File: src/sv/assert_macros.svh
// assertion macros shared by the rtl
`ifndef ASSERT_MACROS_SVH
`define ASSERT_MACROS_SVH

`ifndef SYNTH

// property must hold at every clock edge out of reset
`define ASSERT_ALWAYS(label, clk, rst_n, prop) \
  label: assert property (@(posedge clk) disable iff (!rst_n) (prop)) \
    else $error("assertion failed");

// consequent must hold in the same cycle as the antecedent
`define ASSERT_IMPLIES(label, clk, rst_n, ante, cons) \
  label: assert property (@(posedge clk) disable iff (!rst_n) (ante) |-> (cons)) \
    else $error("assertion failed");

`else

`define ASSERT_ALWAYS(label, clk, rst_n, prop)
`define ASSERT_IMPLIES(label, clk, rst_n, ante, cons)

`endif

`endif

File: src/sv/hc_pkg.sv
package hc_pkg;

  // code geometry
  localparam int unsigned MaxN  = 31;
  localparam int unsigned MaxK  = 26;
  localparam int unsigned SynW  = 5;
  localparam int unsigned N7    = 7;
  localparam int unsigned K7    = 4;
  localparam int unsigned N15   = 15;
  localparam int unsigned K15   = 11;
  localparam int unsigned N31   = 31;
  localparam int unsigned K31   = 26;

  // request command codes
  localparam logic CMD_ENCODE = 1'b0;
  localparam logic CMD_DECODE = 1'b1;

  typedef enum logic [1:0] {
    CODE_7_4   = 2'd0,
    CODE_15_11 = 2'd1,
    CODE_31_26 = 2'd2
  } code_e;

  typedef struct packed {
    logic        cmd;
    logic [31:0] operand;
  } in_t;

  typedef struct packed {
    logic [30:0] result_word;
    logic        range_error;
  } out_t;

  // after placement: bit p-1 holds codeword position p
  typedef struct packed {
    logic             cmd;
    code_e            code;
    logic             err;
    logic [MaxN-1:0]  pos;
  } place_t;

  typedef struct packed {
    logic             cmd;
    code_e            code;
    logic             err;
    logic [MaxN-1:0]  pos;
    logic [SynW-1:0]  syn;
  } synd_t;

  // unused select value saturates to the longest code
  function automatic code_e code_of(logic [1:0] sel);
    code_e c;
    unique case (sel)
      2'd0:    c = CODE_7_4;
      2'd1:    c = CODE_15_11;
      default: c = CODE_31_26;
    endcase
    return c;
  endfunction

  function automatic bit is_pow2(int p);
    return (p & (p - 1)) == 0;
  endfunction

  // rank of position p among the data positions, from 0
  function automatic int data_idx(int p);
    int cnt;
    cnt = 0;
    for (int j = 0; j < SynW; j++) begin
      if ((1 << j) <= p) cnt++;
    end
    return p - 1 - cnt;
  endfunction

  // scatter data bits onto the data positions, msb first
  function automatic logic [MaxN-1:0] place_data(logic [MaxK-1:0] d, int n, int k);
    logic [MaxN-1:0] pos;
    pos = '0;
    for (int p = 1; p <= MaxN; p++) begin
      if (p <= n && !is_pow2(p) && (k - 1 - data_idx(p)) >= 0) begin
        pos[p-1] = d[k-1-data_idx(p)];
      end
    end
    return pos;
  endfunction

  // received word to positions, position 1 is the msb
  function automatic logic [MaxN-1:0] word_to_pos(logic [MaxN-1:0] w, int n);
    logic [MaxN-1:0] pos;
    pos = '0;
    for (int p = 1; p <= MaxN; p++) begin
      if (p <= n) pos[p-1] = w[n-p];
    end
    return pos;
  endfunction

  function automatic logic [MaxN-1:0] pos_to_word(logic [MaxN-1:0] pos, int n);
    logic [MaxN-1:0] w;
    w = '0;
    for (int p = 1; p <= MaxN; p++) begin
      if (p <= n) w[n-p] = pos[p-1];
    end
    return w;
  endfunction

  // gather the data positions back into a data word
  function automatic logic [MaxK-1:0] extract_data(logic [MaxN-1:0] pos, int n, int k);
    logic [MaxK-1:0] d;
    d = '0;
    for (int p = 1; p <= MaxN; p++) begin
      if (p <= n && !is_pow2(p) && (k - 1 - data_idx(p)) >= 0) begin
        d[k-1-data_idx(p)] = pos[p-1];
      end
    end
    return d;
  endfunction

endpackage

File: src/sv/hamming_codec_7_15_31.sv
// channel   | direction | handshake                  | payload
// ----------+-----------+----------------------------+-----------------------------
// cfg       | in        | cfg_we_i                   | cfg_wdata_i (code select)
// request   | in        | in_valid_i / in_ready_o    | in_data_i (cmd, operand)
// result    | out       | out_valid_o / out_ready_i  | out_data_o (word, range err)
//
// three register stages: placement, syndrome tree, correction and output
// register. an accepted request passes the placement, syndrome and output registers in turn.
// one request per cycle sustained while the output is not held; the stage valid chain sets the rate.
// reset clears the stage valid bits and sets code select to (7,4).
// a stalled output only blocks the input once every stage holds a request.
module hamming_codec_7_15_31 (
  input  logic         clk_i,
  input  logic         rst_ni,
  input  logic         cfg_we_i,
  input  logic [1:0]   cfg_wdata_i,
  input  logic         in_valid_i,
  output logic         in_ready_o,
  input  hc_pkg::in_t  in_data_i,
  output logic         out_valid_o,
  input  logic         out_ready_i,
  output hc_pkg::out_t out_data_o
);

  `include "assert_macros.svh"

  logic [1:0]     code_sel_q;
  logic           s1_valid, s1_ready;
  hc_pkg::place_t s1_data;
  logic           s2_valid, s2_ready;
  hc_pkg::synd_t  s2_data;

  // code select register
  always_ff @(posedge clk_i or negedge rst_ni) begin
    if (!rst_ni) begin
      code_sel_q <= 2'd0;
    end else if (cfg_we_i) begin
      code_sel_q <= cfg_wdata_i;
    end
  end

  // stage 1: range check and placement
  hc_place u_place (
    .clk_i      (clk_i),
    .rst_ni     (rst_ni),
    .code_sel_i (code_sel_q),
    .valid_i    (in_valid_i),
    .ready_o    (in_ready_o),
    .data_i     (in_data_i),
    .valid_o    (s1_valid),
    .ready_i    (s1_ready),
    .data_o     (s1_data)
  );

  // stage 2: syndrome
  hc_syndrome u_syndrome (
    .clk_i   (clk_i),
    .rst_ni  (rst_ni),
    .valid_i (s1_valid),
    .ready_o (s1_ready),
    .data_i  (s1_data),
    .valid_o (s2_valid),
    .ready_i (s2_ready),
    .data_o  (s2_data)
  );

  // stage 3: parity fill or correction, output register
  hc_finish u_finish (
    .clk_i   (clk_i),
    .rst_ni  (rst_ni),
    .valid_i (s2_valid),
    .ready_o (s2_ready),
    .data_i  (s2_data),
    .valid_o (out_valid_o),
    .ready_i (out_ready_i),
    .data_o  (out_data_o)
  );

  // a range error always carries a zero word
  `ASSERT_IMPLIES(a_err_zero, clk_i, rst_ni, out_valid_o && out_data_o.range_error, out_data_o.result_word == '0)
  // input only stalls when the whole pipe is full and the output is held
  `ASSERT_IMPLIES(a_stall_src, clk_i, rst_ni, !in_ready_o, out_valid_o && !out_ready_i)
  // the syndrome stage only stalls while the output register holds a result
  `ASSERT_ALWAYS(a_fill_order, clk_i, rst_ni, !(s2_valid && !s2_ready) || out_valid_o)

endmodule

File: src/sv/hc_place.sv
module hc_place (
  input  logic           clk_i,
  input  logic           rst_ni,
  input  logic [1:0]     code_sel_i,
  input  logic           valid_i,
  output logic           ready_o,
  input  hc_pkg::in_t    data_i,
  output logic           valid_o,
  input  logic           ready_i,
  output hc_pkg::place_t data_o
);

  logic           valid_q;
  hc_pkg::place_t data_d, data_q;

  // range check and placement of operand bits onto positions
  always_comb begin
    data_d      = '0;
    data_d.cmd  = data_i.cmd;
    data_d.code = hc_pkg::code_of(code_sel_i);
    unique case (data_d.code)
      hc_pkg::CODE_7_4: begin
        if (data_i.cmd == hc_pkg::CMD_DECODE) begin
          data_d.err = |data_i.operand[31:hc_pkg::N7];
          data_d.pos = hc_pkg::word_to_pos(data_i.operand[hc_pkg::MaxN-1:0], hc_pkg::N7);
        end else begin
          data_d.err = |data_i.operand[31:hc_pkg::K7];
          data_d.pos = hc_pkg::place_data(data_i.operand[hc_pkg::MaxK-1:0],
                                          hc_pkg::N7, hc_pkg::K7);
        end
      end
      hc_pkg::CODE_15_11: begin
        if (data_i.cmd == hc_pkg::CMD_DECODE) begin
          data_d.err = |data_i.operand[31:hc_pkg::N15];
          data_d.pos = hc_pkg::word_to_pos(data_i.operand[hc_pkg::MaxN-1:0], hc_pkg::N15);
        end else begin
          data_d.err = |data_i.operand[31:hc_pkg::K15];
          data_d.pos = hc_pkg::place_data(data_i.operand[hc_pkg::MaxK-1:0],
                                          hc_pkg::N15, hc_pkg::K15);
        end
      end
      default: begin
        if (data_i.cmd == hc_pkg::CMD_DECODE) begin
          data_d.err = data_i.operand[31];
          data_d.pos = hc_pkg::word_to_pos(data_i.operand[hc_pkg::MaxN-1:0], hc_pkg::N31);
        end else begin
          data_d.err = |data_i.operand[31:hc_pkg::K31];
          data_d.pos = hc_pkg::place_data(data_i.operand[hc_pkg::MaxK-1:0],
                                          hc_pkg::N31, hc_pkg::K31);
        end
      end
    endcase
  end

  // stage register
  assign ready_o = !valid_q || ready_i;

  always_ff @(posedge clk_i or negedge rst_ni) begin
    if (!rst_ni) begin
      valid_q <= 1'b0;
    end else if (ready_o) begin
      valid_q <= valid_i;
    end
  end

  always_ff @(posedge clk_i) begin
    if (valid_i && ready_o) begin
      data_q <= data_d;
    end
  end

  assign valid_o = valid_q;
  assign data_o  = data_q;

endmodule

File: src/sv/hc_syndrome.sv
module hc_syndrome (
  input  logic           clk_i,
  input  logic           rst_ni,
  input  logic           valid_i,
  output logic           ready_o,
  input  hc_pkg::place_t data_i,
  output logic           valid_o,
  input  logic           ready_i,
  output hc_pkg::synd_t  data_o
);

  logic                        valid_q;
  hc_pkg::synd_t               data_d, data_q;
  logic [hc_pkg::SynW-1:0]     syn;

  // xor of the indices of all set positions
  always_comb begin
    syn = '0;
    for (int p = 1; p <= hc_pkg::MaxN; p++) begin
      if (data_i.pos[p-1]) syn = syn ^ hc_pkg::SynW'(p);
    end
  end

  always_comb begin
    data_d.cmd  = data_i.cmd;
    data_d.code = data_i.code;
    data_d.err  = data_i.err;
    data_d.pos  = data_i.pos;
    data_d.syn  = syn;
  end

  // stage register
  assign ready_o = !valid_q || ready_i;

  always_ff @(posedge clk_i or negedge rst_ni) begin
    if (!rst_ni) begin
      valid_q <= 1'b0;
    end else if (ready_o) begin
      valid_q <= valid_i;
    end
  end

  always_ff @(posedge clk_i) begin
    if (valid_i && ready_o) begin
      data_q <= data_d;
    end
  end

  assign valid_o = valid_q;
  assign data_o  = data_q;

endmodule

File: src/sv/hc_finish.sv
module hc_finish (
  input  logic          clk_i,
  input  logic          rst_ni,
  input  logic          valid_i,
  output logic          ready_o,
  input  hc_pkg::synd_t data_i,
  output logic          valid_o,
  input  logic          ready_i,
  output hc_pkg::out_t  data_o
);

  logic                    valid_q;
  hc_pkg::out_t            data_d, data_q;
  logic [hc_pkg::MaxN-1:0] pos_fix;
  logic [hc_pkg::MaxN-1:0] word;
  logic [hc_pkg::MaxK-1:0] dword;

  // encode fills parity positions, decode flips the named position
  always_comb begin
    pos_fix = data_i.pos;
    if (data_i.cmd == hc_pkg::CMD_DECODE) begin
      if (data_i.syn != '0) begin
        pos_fix = data_i.pos ^ (hc_pkg::MaxN'(1) << (data_i.syn - hc_pkg::SynW'(1)));
      end
    end else begin
      for (int j = 0; j < hc_pkg::SynW; j++) begin
        pos_fix[(1 << j) - 1] = data_i.syn[j];
      end
    end
  end

  // codeword and data views per code length
  always_comb begin
    unique case (data_i.code)
      hc_pkg::CODE_7_4: begin
        word  = hc_pkg::pos_to_word(pos_fix, hc_pkg::N7);
        dword = hc_pkg::extract_data(pos_fix, hc_pkg::N7, hc_pkg::K7);
      end
      hc_pkg::CODE_15_11: begin
        word  = hc_pkg::pos_to_word(pos_fix, hc_pkg::N15);
        dword = hc_pkg::extract_data(pos_fix, hc_pkg::N15, hc_pkg::K15);
      end
      default: begin
        word  = hc_pkg::pos_to_word(pos_fix, hc_pkg::N31);
        dword = hc_pkg::extract_data(pos_fix, hc_pkg::N31, hc_pkg::K31);
      end
    endcase
  end

  // result select, zero on range error
  always_comb begin
    data_d.range_error = data_i.err;
    if (data_i.err) begin
      data_d.result_word = '0;
    end else if (data_i.cmd == hc_pkg::CMD_DECODE) begin
      data_d.result_word = 31'(dword);
    end else begin
      data_d.result_word = word;
    end
  end

  // output register
  assign ready_o = !valid_q || ready_i;

  always_ff @(posedge clk_i or negedge rst_ni) begin
    if (!rst_ni) begin
      valid_q <= 1'b0;
    end else if (ready_o) begin
      valid_q <= valid_i;
    end
  end

  always_ff @(posedge clk_i) begin
    if (valid_i && ready_o) begin
      data_q <= data_d;
    end
  end

  assign valid_o = valid_q;
  assign data_o  = data_q;

endmodule

File: config.mk
export PLATFORM = sky130hd
export DESIGN_NAME = hamming_codec_7_15_31
export DESIGN_NICKNAME = d
export VERILOG_FILES = /design/src/sv/hc_pkg.sv /design/src/sv/hamming_codec_7_15_31.sv /design/src/sv/hc_place.sv /design/src/sv/hc_syndrome.sv /design/src/sv/hc_finish.sv
export VERILOG_INCLUDE_DIRS = /design/src /design/src/sv
export SDC_FILE = /design/constraint.sdc
export NUM_CORES = 1
export LEC_CHECK = 0
export ABC_CLOCK_PERIOD_IN_PS = 2000
export BUFFER_PORTS_ARGS = -buffer_cell sky130_fd_sc_hd__buf_4
export CORE_AREA = 2 2 82 124
export CTS_CLUSTER_DIAMETER = 150
export CTS_CLUSTER_SIZE = 25
export DETAILED_ROUTE_END_ITERATION = 12
export DIE_AREA = 0 0 84 126
export GPL_ROUTABILITY_DRIVEN = 0
export MAX_ROUTING_LAYER = met4
export PLACE_DENSITY = 0.91
export SLEW_MARGIN = 20
export SYNTH_ARGS = -nofsm -noshare
export SYNTH_HDL_FRONTEND = slang
export SYNTH_SLANG_ARGS = --single-unit
export TNS_END_PERCENT = 5
File: constraint.sdc
create_clock -name clk_i -period 2 [get_ports clk_i]
set_input_delay 0.4 -clock clk_i [delete_from_list [all_inputs] [get_ports clk_i]]
set_output_delay 0.4 -clock clk_i [all_outputs]
set_load 0.1 [all_outputs]
==> flow_summary.json, run 1 <==
{
  "cts_tree": "done",
  "antenna_found_initial": 0,
  "vias": 3664,
  "cts_buffer_depth": 2,
  "drc": 0,
  "insertion_delay_ns": 0.34,
  "rows": 44,
  "synth_edf_count": 102,
  "place_worst_setup_slack_ns": -0.0263,
  "critPathCaptureType": "register",
  "maxSlewViolCount": 0,
  "power_w": 0.00701,
  "ys_ff_latch": 107,
  "dp.cells": 614,
  "ir_worst_vdd_uv": 647,
  "fillers": 675,
  "numClockSinks": 107,
  "drt-pass1-iter-count": 5,
  "finalNonFillerCells": 633,
  "worst_slew_pin_slew_ns": 0.620,
  "min_path_type": "in2reg",
  "finalClockSkew_ns": 0.00685,
  "h-tree-depth": 3,
  "drt.antenna.violating_nets": 0,
  "slew-limit-headroom_pct": 58.6,
  "cp_max_fo": 8,
  "status": "finished clean",
  "nets": 553,
  "layout-drive-gt1-share_pct": 24.9,
  "synth_ff_type": "edfxtp_1",
  "leakagePower_nw": 2.36,
  "max_freq_ghz": 0.525,
  "cts_root_buffer": "clkbuf_16",
  "setup_viol": 0,
  "critPathArrivalTime_ns": 2.09,
  "crit_family": "simple AND/OR/NAND/NOR gates",
  "seq_area_frac_synth_pct": 58.9,
  "via_per_inst": 5.79,
  "grt_overflow_total": 0,
  "area_growth_syn_to_layout_pct": 19.4,
  "clk_pin_slew_worst_paths_ns": 0.07,
  "critPathSlowestCell": "edfxtp_1",
  "fin_crit_ns": 1.90,
  "yosys_warnings": 0,
  "postLayoutCellArea_um2": 6460,
  "ys_async_sr_fraction_pct": 4.67,
  "dp_hpwl_um": 8040,
  "wl_per_cell_um": 16.9,
  "cellPowerDensity_nw_per_um2": 1080,
  "yosys.cell_types.count": 52,
  "die_x_um": 84,
  "antenna_cells": 0,
  "rrSetupSlack_ns": 0.1,
  "die_h_um": 126,
  "place_area_um2": 6140,
  "die_area_um2": 10600,
  "io_pins": 74,
  "io_buffers": 73,
  "cp_cell_sequence": "or3b_4 -> or3_1 -> nand3b_1 -> a21oi_1 -> a211oi_2",
  "grt_usage_pct": 22.2,
  "crit_buf_inv": 0,
  "fin_crit_sh_pct": 95.2,
  "path_class": "reg2reg",
  "grt_pass1_wl_um": 17800,
  "slowest_delay_ns": 0.50,
  "critPathRequiredTime_ns": 2.19,
  "hold_viol": 0,
  "drtIter0Drc": 193,
  "synth.avg_cell_area_um2": 12.5,
  "critPathLaunchType": "register",
  "wl_um": 10700,
  "syn_area_um2": 5410,
  "cts_inserted_buffers": 9,
  "grt_max_degree": 36,
  "layout_setup_ws_ns": 0.0967,
  "grt_pass1_vias": 3803,
  "synth_fp_nets": 473,
  "fp.coreArea_um2": 9520,
  "setup-tns-final_ns": 0,
  "max_cap_violations": 0,
  "synth_cells": 433,
  "initial_core_util_pct": 56.8
}
[worst reg2reg max path: cells and delay by family (launching register included)]
| kind | cells | cell delay (ns) |
|---|---|---|
| compound gates | 2 | 0.27 |
| flops | 1 | 0.50 |
| simple gates | 3 | 0.98 |
[cell usage in the layout, fill, tap and decap left out, types with 2 or more instances in the layout]
cell type  instances
nor3_1             5
nor2_1            44
nand2_1           19
and2_1            23
xnor2_1           56
nand3b_1           5
dfrtp_1            4
xor2_1            19
nor2_2             2
nor3b_1            2
mux2_2            11
nor4_1             7
nand2b_1           4
and3b_1            2
a21oi_1            9
a22o_1             7
clkbuf_16          9
clkinv_1           4
a211oi_1          11
o21ai_0           12
or3_1              3
a32oi_1            4
a22oi_1            2
mux2i_1           11
edfxtp_1         102
a211oi_2           3
nand3_1            9
inv_1              3
buf_4             91
nor2b_1            4
and3_1             2
nor3b_2            2
[cell usage after synthesis (2+ instances only)]
cell      instances  area [um2]
nor3b_1           2        15.0
nand2b_1          4        25.0
o21ai_0          12        60.1
a32oi_1           4        35.0
nand3_1          10        50.1
inv_1             3        11.3
nor3_1            5        25.0
nor3b_2           2        25.0
clkbuf_1         14        52.6
a211oi_2          3        37.5
or3_1             3        18.8
and3b_1           2        17.5
buf_2             7        35.0
edfxtp_1        102        3060
dfrtp_1           5         125
nor4_1            7        43.8
mux2i_1          11         110
a211oi_1         11        82.6
nor2_1           45         169
nor2b_1           4        25.0
nand2_1          19        71.3
a22oi_1           2        15.0
and3_1            2        12.5
a22o_1            7        61.3
nand3b_1          5        37.5
buf_1             2        7.51
xor2_1           19         166
and2_1           24         150
mux2_2           11         124
a21oi_1           9        45.0
xnor2_1          56         490
[registers in the layout, indices dropped and copies added, names as in the netlist]
register and count:
u_place.data_o 35, u_syndrome.data_o 35, u_finish.data_o 32, code_sel_q 2
u_finish.valid_o 1, u_place.valid_o 1, u_syndrome.valid_o 1
[kinds of logic (layout without fill, tap and decap cells)]
| kind of cell | after synthesis | count (layout) | synth area share, % |
|---|---|---|---|
| and+or+nand+nor | 140 | 140 | 13.8 |
| DFF | 107 | 107 | 58.9 |
| xor gates and xnor gates | 75 | 75 | 12.1 |
| AOI/OAI and AO/OA | 61 | 61 | 8.35 |
| buffers and inverters | 27 | 112 | 2.04 |
| muxes | 23 | 23 | 4.74 |
[per-stage QoR]
stage	hold slack, ns	utilization [%]
floorplan	0.104	-
global placement	0.202	64.5
detailed placement	0.205	64.5
CTS	0.239	67.7
global route	0.243	67.9
finish	0.254	67.9
[cell type report]
| type | count | area (um2) | share of cell area (%) |
|---|---|---|---|
| Multi-Input combinational cell | 299 | 2130 | 33.0 |
| Clock buffer | 9 | 225 | 3.48 |
| Tap cell | 115 | 144 | 2.23 |
| Timing Repair Buffer | 92 | 693 | 10.7 |
| Sequential cell | 107 | 3190 | 49.4 |
| Inverter | 4 | 15.0 | 0.232 |
| Clock inverter | 7 | 66.3 | 1.03 |
[what timing repair did]
item                       4_1_cts  5_1_grt
resized for setup                0        1
setup endpoints to repair        0        3
setup buffers                    0        2
hold buffers                     1        0
hold endpoints to repair         5        0
[path summary, 6_finish.rpt]
check / to / depth (start not counted) / from
min in group asynchronous: code_sel_q[1] / 2 / rst_ni
worst min-delay path: u_place.valid_o / 2 / in_valid_i
max in group asynchronous: u_finish.valid_o / 2 / rst_ni
worst min register to register: u_syndrome.data_o[39] / 0 / u_place.data_o[34]
worst max register to register: u_finish.data_o[1] / 5 / u_syndrome.data_o[4]
worst max-delay path: u_finish.data_o[1] / 5 / u_syndrome.data_o[4]
[metal layers]
| layer | vias to the layer above | track usage (%) | share of wire, % |
|---|---|---|---|
| met4 | 0 | 15.3 | 5.7 |
| met1 | 1706 | 21.5 | 34 |
| li1 | 1740 | - | - |
| met2 | 172 | 39.0 | 55 |
| met5 | - | - | 0 |
| met3 | 46 | 4.33 | 4.7 |
[report_power, final]
part / switching [W] / internal [W] / leakage (nW)
sequential: 0.000263 / 0.00283 / 1.06
combinational: 0.00138 / 0.000814 / 1.16
clock: 0.000752 / 0.000963 / 0.139
total: 0.00240 / 0.00461 / 2.36
No activity file was read; power rests on OpenSTA's default activity.
==> run 2: changes to the inputs <==
--- a/config.mk
+++ b/config.mk
@@ -8,16 +8,17 @@
 export LEC_CHECK = 0
 export ABC_CLOCK_PERIOD_IN_PS = 2000
 export BUFFER_PORTS_ARGS = -buffer_cell sky130_fd_sc_hd__buf_4
-export CORE_AREA = 2 2 82 124
+export CORE_AREA = 2 2 85 128
 export CTS_CLUSTER_DIAMETER = 150
 export CTS_CLUSTER_SIZE = 25
 export DETAILED_ROUTE_END_ITERATION = 12
-export DIE_AREA = 0 0 84 126
+export DIE_AREA = 0 0 87 130
 export GPL_ROUTABILITY_DRIVEN = 0
 export MAX_ROUTING_LAYER = met4
-export PLACE_DENSITY = 0.91
+export PLACE_DENSITY = 0.83
 export SLEW_MARGIN = 20
 export SYNTH_ARGS = -nofsm -noshare
 export SYNTH_HDL_FRONTEND = slang
+export SYNTH_HIERARCHICAL = 1
 export SYNTH_SLANG_ARGS = --single-unit
 export TNS_END_PERCENT = 5
==> flow_summary.json, run 2 <==
{
  "status": "finished clean",
  "most-common-layout-cells": "102 x edfxtp_1, 86 x buf_4, 38 x xnor2_1",
  "initial_core_util_pct": 54.7,
  "place_area_um2": 6310,
  "crit_buf_inv": 0,
  "critPathArrivalTime_ns": 2.03,
  "dp_hpwl_um": 8290,
  "finalNonFillerCells": 631,
  "vias": 3696,
  "finalClockSkew_ns": 0.00842,
  "insertion_delay_ns": 0.35,
  "grt_overflow_total": 0,
  "drc": 0,
  "critPathLaunch": "u_place/data_o[20]",
  "wl_um": 11200,
  "cellPowerDensity_nw_per_um2": 1070,
  "fin_crit_ns": 1.95,
  "r2r-start": "u_place/data_o[20]",
  "fin_crit_sh_pct": 97.3,
  "critPathLaunchType": "register",
  "synth_cells": 433,
  "rows": 46,
  "postLayoutCellArea_um2": 6640,
  "synth_fp_nets": 473,
  "wl_per_cell_um": 17.8,
  "min_path_type": "in2reg",
  "die_area_um2": 11300,
  "fillers": 742,
  "hold_viol": 0,
  "syn_area_um2": 5630,
  "h-tree-depth": 3,
  "cts_tree": "done",
  "sw_frac_of_total_pct": 34.2,
  "io_pins": 74,
  "cp_cell_sequence": "xnor2_1 -> xnor3_1 -> xnor2_1 -> xnor2_1",
  "final_common_cell": "edfxtp_1",
  "cts_buffer_depth": 2,
  "die_x_um": 87,
  "max_cap_violations": 0,
  "crit_top_cell": "xnor2_1",
  "slew-limit-headroom_pct": 60.7,
  "worst-path-stages": 4,
  "clk_pin_slew_worst_paths_ns": 0.07,
  "drt.antenna.violating_nets": 0,
  "synth.avg_cell_area_um2": 13.0,
  "area_growth_syn_to_layout_pct": 18.0,
  "antenna_found_initial": 0,
  "ir_worst_vdd_uv": 550,
  "grt_pass1_wl_um": 17700,
  "setup-tns-final_ns": 0,
  "critPathSlowestCell": "xnor3_1",
  "rr_worst_depth": 4,
  "setup_viol": 0,
  "cts_inserted_buffers": 9,
  "grt_pass1_vias": 3635,
  "power_w": 0.00711,
  "dp.cells": 614,
  "p_int_w": 0.00467,
  "grt_setup_unrepaired": "yes",
  "drt-pass1-iter-count": 5,
  "grt_usage_pct": 21.1,
  "numClockSinks": 107,
  "worst_slew_pin_slew_ns": 0.589,
  "cp-endpoint": "u_syndrome/data_o[4]",
  "drtIter0Drc": 232,
  "via_per_inst": 5.86,
  "p_seq_share_pct": 44.0,
  "final_core_util_pct": 64.5,
  "critPathRequiredTime_ns": 2.08,
  "cts_root_buffer": "clkbuf_16",
  "clockPowerShare_pct": 25.3,
  "worstReg2RegEnd": "u_syndrome/data_o[4]",
  "cp_max_fo": 3,
  "io_buffers": 73,
  "fp.coreArea_um2": 10300,
  "nets": 546,
  "path_class": "reg2reg",
  "rrSetupSlack_ns": 0.05,
  "slowest_delay_ns": 0.51,
  "grt_max_degree": 36,
  "power_switching_w": 0.00243,
  "antenna_cells": 0,
  "max_freq_ghz": 0.514,
  "crit_family": "XOR/XNOR gates",
  "die_h_um": 130,
  "combPwrFrac_pct": 30.7,
  "cts_setup_buffers": 0,
  "leakagePower_nw": 2.44,
  "critPathCaptureType": "register",
  "yosys_warnings": 6,
  "maxSlewViolCount": 0,
  "layout-drive-gt1-share_pct": 27.2
}
run 2: repair_timing:
item / 4_1_cts / 5_1_grt
endpoints found under the hold margin: 5 / 0
hold buffers: 1 / 0
gates resized for setup: 0 / 2
endpoints found under the setup margin: 0 / 3
run 2: power by group through the flow:
| stage | logic, W | registers (W) | clock network (W) |
|---|---|---|---|
| floorplan | 0.00133 | 0.00348 | 0 |
| finish | 0.00218 | 0.00313 | 0.00180 |
| global route | 0.00229 | 0.00316 | 0.00189 |
| CTS | 0.00214 | 0.00312 | 0.00183 |
| global placement | 0.00205 | 0.00314 | 0 |
| detailed placement | 0.00210 | 0.00316 | 0 |
run 2: per-stage QoR:
step	hold WS, ns	setup slack, ns
3_3_place_gp	0.202	0.151
4_1_cts	0.246	0.00617
6_report	0.252	0.0536
5_1_grt	0.268	-0.0256
2_1_floorplan	0.104	-0.176
3_5_place_dp	0.207	0.0795
run 2: cell type report:
| type | count | area [um2] | area share, % |
|---|---|---|---|
| multi-input cells | 297 | 2320 | 35.0 |
| repair buffers | 87 | 656 | 9.87 |
| flip-flops and latches | 107 | 3190 | 48.0 |
| inverters | 4 | 15.0 | 0.226 |
| clock inverters | 6 | 68.8 | 1.04 |
| clock buffers | 10 | 239 | 3.60 |
| well taps | 120 | 150 | 2.26 |
run 2: how the worst min path moves through the flow:
| stage | cells after the start | startpoint | slack, ns | to |
|---|---|---|---|---|
| 2_1_floorplan | 0 | rst_ni | 0.10 | code_sel_q[0] |
| 3_3_place_gp | 1 | rst_ni | 0.20 | u_place/valid_o |
| 3_5_place_dp | 1 | rst_ni | 0.21 | u_place/valid_o |
| 4_1_cts | 2 | in_valid_i | 0.25 | u_place/valid_o |
| 5_1_grt | 2 | in_valid_i | 0.27 | u_place/valid_o |
| 6_report | 2 | in_valid_i | 0.25 | u_place/valid_o |
run 2: layer usage:
layer,vias to the layer above,GRT usage [%],part of all wire (%)
li1,1752,-,-
met3,42,2.53,4.7
met4,0,13.1,4.9
met1,1735,21.8,35
met2,167,37.4,55
met5,-,-,0
==> run 3: changes to the inputs <==
--- a/config.mk
+++ b/config.mk
@@ -8,17 +8,16 @@
 export LEC_CHECK = 0
 export ABC_CLOCK_PERIOD_IN_PS = 2000
 export BUFFER_PORTS_ARGS = -buffer_cell sky130_fd_sc_hd__buf_4
-export CORE_AREA = 2 2 85 128
+export CORE_AREA = 2 2 82 124
 export CTS_CLUSTER_DIAMETER = 150
 export CTS_CLUSTER_SIZE = 25
 export DETAILED_ROUTE_END_ITERATION = 12
-export DIE_AREA = 0 0 87 130
+export DIE_AREA = 0 0 84 126
 export GPL_ROUTABILITY_DRIVEN = 0
 export MAX_ROUTING_LAYER = met4
-export PLACE_DENSITY = 0.83
+export PLACE_DENSITY = 0.84
 export SLEW_MARGIN = 20
 export SYNTH_ARGS = -nofsm -noshare
 export SYNTH_HDL_FRONTEND = slang
-export SYNTH_HIERARCHICAL = 1
 export SYNTH_SLANG_ARGS = --single-unit
 export TNS_END_PERCENT = 5
==> flow_summary.json, run 3 (synthesis gave the netlist of run 1 again) <==
{
  "max_freq_ghz": 0.521,
  "fillers": 676,
  "critPathLaunchType": "register",
  "rr_worst_depth": 6,
  "cts_resized": 0,
  "regArea_um2": 3190,
  "io_buffers": 73,
  "crit_buf_inv": 1,
  "insertion_delay_ns": 0.35,
  "dp.cells": 614,
  "maxSlewViolCount": 0,
  "max_cap_violations": 0,
  "clk_pin_slew_worst_paths_ns": 0.07,
  "path_class": "reg2reg",
  "grt_pass1_wl_um": 17500,
  "critPathRequiredTime_ns": 2.10,
  "cts_buffer_depth": 2,
  "initial_core_util_pct": 56.8,
  "finalNonFillerCells": 635,
  "r2r-start": "u_syndrome.data_o[1]",
  "vias": 3621,
  "via_per_inst": 5.70,
  "fp.coreArea_um2": 9520,
  "rrSetupSlack_ns": 0.08,
  "slew-limit-headroom_pct": 58.8,
  "wl_per_cell_um": 17.0,
  "leakagePower_nw": 2.39,
  "layout_setup_ws_ns": 0.0802,
  "worst-path-stages": 6,
  "cp_max_fo": 8,
  "rows": 44,
  "setup_viol": 0,
  "hold_viol": 0,
  "cp-endpoint": "u_finish.data_o[4]",
  "nets": 555,
  "worstReg2RegEnd": "u_finish.data_o[4]",
  "antenna_found_initial": 0,
  "grt_pass1_vias": 3632,
  "multi_input_area_um2": 2130,
  "ir_worst_vdd_uv": 653,
  "numClockSinks": 107,
  "drtIter0Drc": 165,
  "status": "finished clean",
  "min_path_type": "in2reg",
  "grt_max_degree": 41,
  "cp_cell_sequence": "buf_4 -> nor2_1 -> nand3_1 -> a221oi_1 -> a21oi_1 -> o21ba_1",
  "critPathLaunch": "u_syndrome.data_o[1]",
  "setup-tns-final_ns": 0,
  "cellPowerDensity_nw_per_um2": 1100,
  "grt_overflow_total": 0,
  "most-common-layout-cells": "102 x edfxtp_1, 93 x buf_4, 56 x xnor2_1",
  "drc": 0,
  "die_x_um": 84,
  "critPathArrivalTime_ns": 2.02,
  "fin_crit_ns": 1.92,
  "cts_inserted_buffers": 9,
  "h-tree-depth": 3,
  "grt_usage_pct": 21.8,
  "drt.antenna.violating_nets": 0,
  "antenna_cells": 0,
  "final_core_util_pct": 68.3,
  "die_h_um": 126,
  "critPathCaptureType": "register",
  "crit_family": "compound AO/OA/AOI/OAI gates",
  "whs_ns": 0.237,
  "layout-drive-gt1-share_pct": 25.6,
  "wl_um": 10800,
  "cts_root_buffer": "clkbuf_16",
  "cts_tree": "done",
  "final_common_cell": "edfxtp_1",
  "worst_slew_pin_slew_ns": 0.617,
  "dp_hpwl_um": 7930,
  "io_pins": 74,
  "slowest_delay_ns": 0.53,
  "fin_crit_sh_pct": 96.0,
  "critPathSlowestCell": "edfxtp_1",
  "area_growth_syn_to_layout_pct": 20.2,
  "place_worst_setup_slack_ns": 0.0316,
  "die_area_um2": 10600,
  "finalClockSkew_ns": 0.00927,
  "drt-pass1-iter-count": 7
}
run 3: worst register-to-register path, stage by stage (launching register included):
cell,delay [ns]
edfxtp_1,0.53
buf_4,0.22
nor2_1,0.20
nand3_1,0.16
a221oi_1,0.30
a21oi_1,0.07
o21ba_1,0.20
run 3: power breakdown:
group | internal (W) | switching (W) | total [W]
clock network | 0.00106 | 0.000802 | 0.00186
registers | 0.00283 | 0.000216 | 0.00305
logic | 0.000849 | 0.00143 | 0.00228
total | 0.00474 | 0.00244 | 0.00718
run 3: area by class of cell:
| cell class | instances | share of cell area [%] |
|---|---|---|
| Inverter | 4 | 0.231 |
| Multi-Input combinational cell | 299 | 32.7 |
| Clock inverter | 5 | 1.00 |
| Tap cell | 115 | 2.21 |
| Clock buffer | 11 | 3.89 |
| Sequential cell | 107 | 49.1 |
| Timing Repair Buffer | 94 | 10.9 |
run 3: worst min path at each step:
stage / start / to / slack, ns / depth (start not counted)
2_1_floorplan: rst_ni / code_sel_q[0] / 0.10 / 0
3_3_place_gp: rst_ni / code_sel_q[1] / 0.20 / 1
3_5_place_dp: rst_ni / u_place.valid_o / 0.20 / 1
4_1_cts: cfg_we_i / code_sel_q[0] / 0.23 / 2
5_1_grt: cfg_we_i / code_sel_q[0] / 0.25 / 2
6_report: cfg_we_i / code_sel_q[0] / 0.24 / 2
run 3: per-stage QoR:
stage	power (W)	area (um2)
2_1_floorplan	0.00473	5430
3_3_place_gp	0.00520	6140
6_report	0.00718	6500
5_1_grt	0.00744	6500
4_1_cts	0.00712	6470
3_5_place_dp	0.00527	6140
run 3: layer usage:
| metal | up-vias | track usage (%) | share of wire (%) |
|---|---|---|---|
| li1 | 1738 | - | - |
| met1 | 1667 | 21.8 | 34 |
| met2 | 168 | 39.8 | 56 |
| met3 | 48 | 4.39 | 5.2 |
| met4 | 0 | 10.9 | 4.7 |
| met5 | - | - | 0 |
run 3: repair_timing:
action,CTS,global route
setup buffers,0,4
setup endpoints to repair,0,1
endpoints found under the hold margin,5,0
hold buffers,1,0
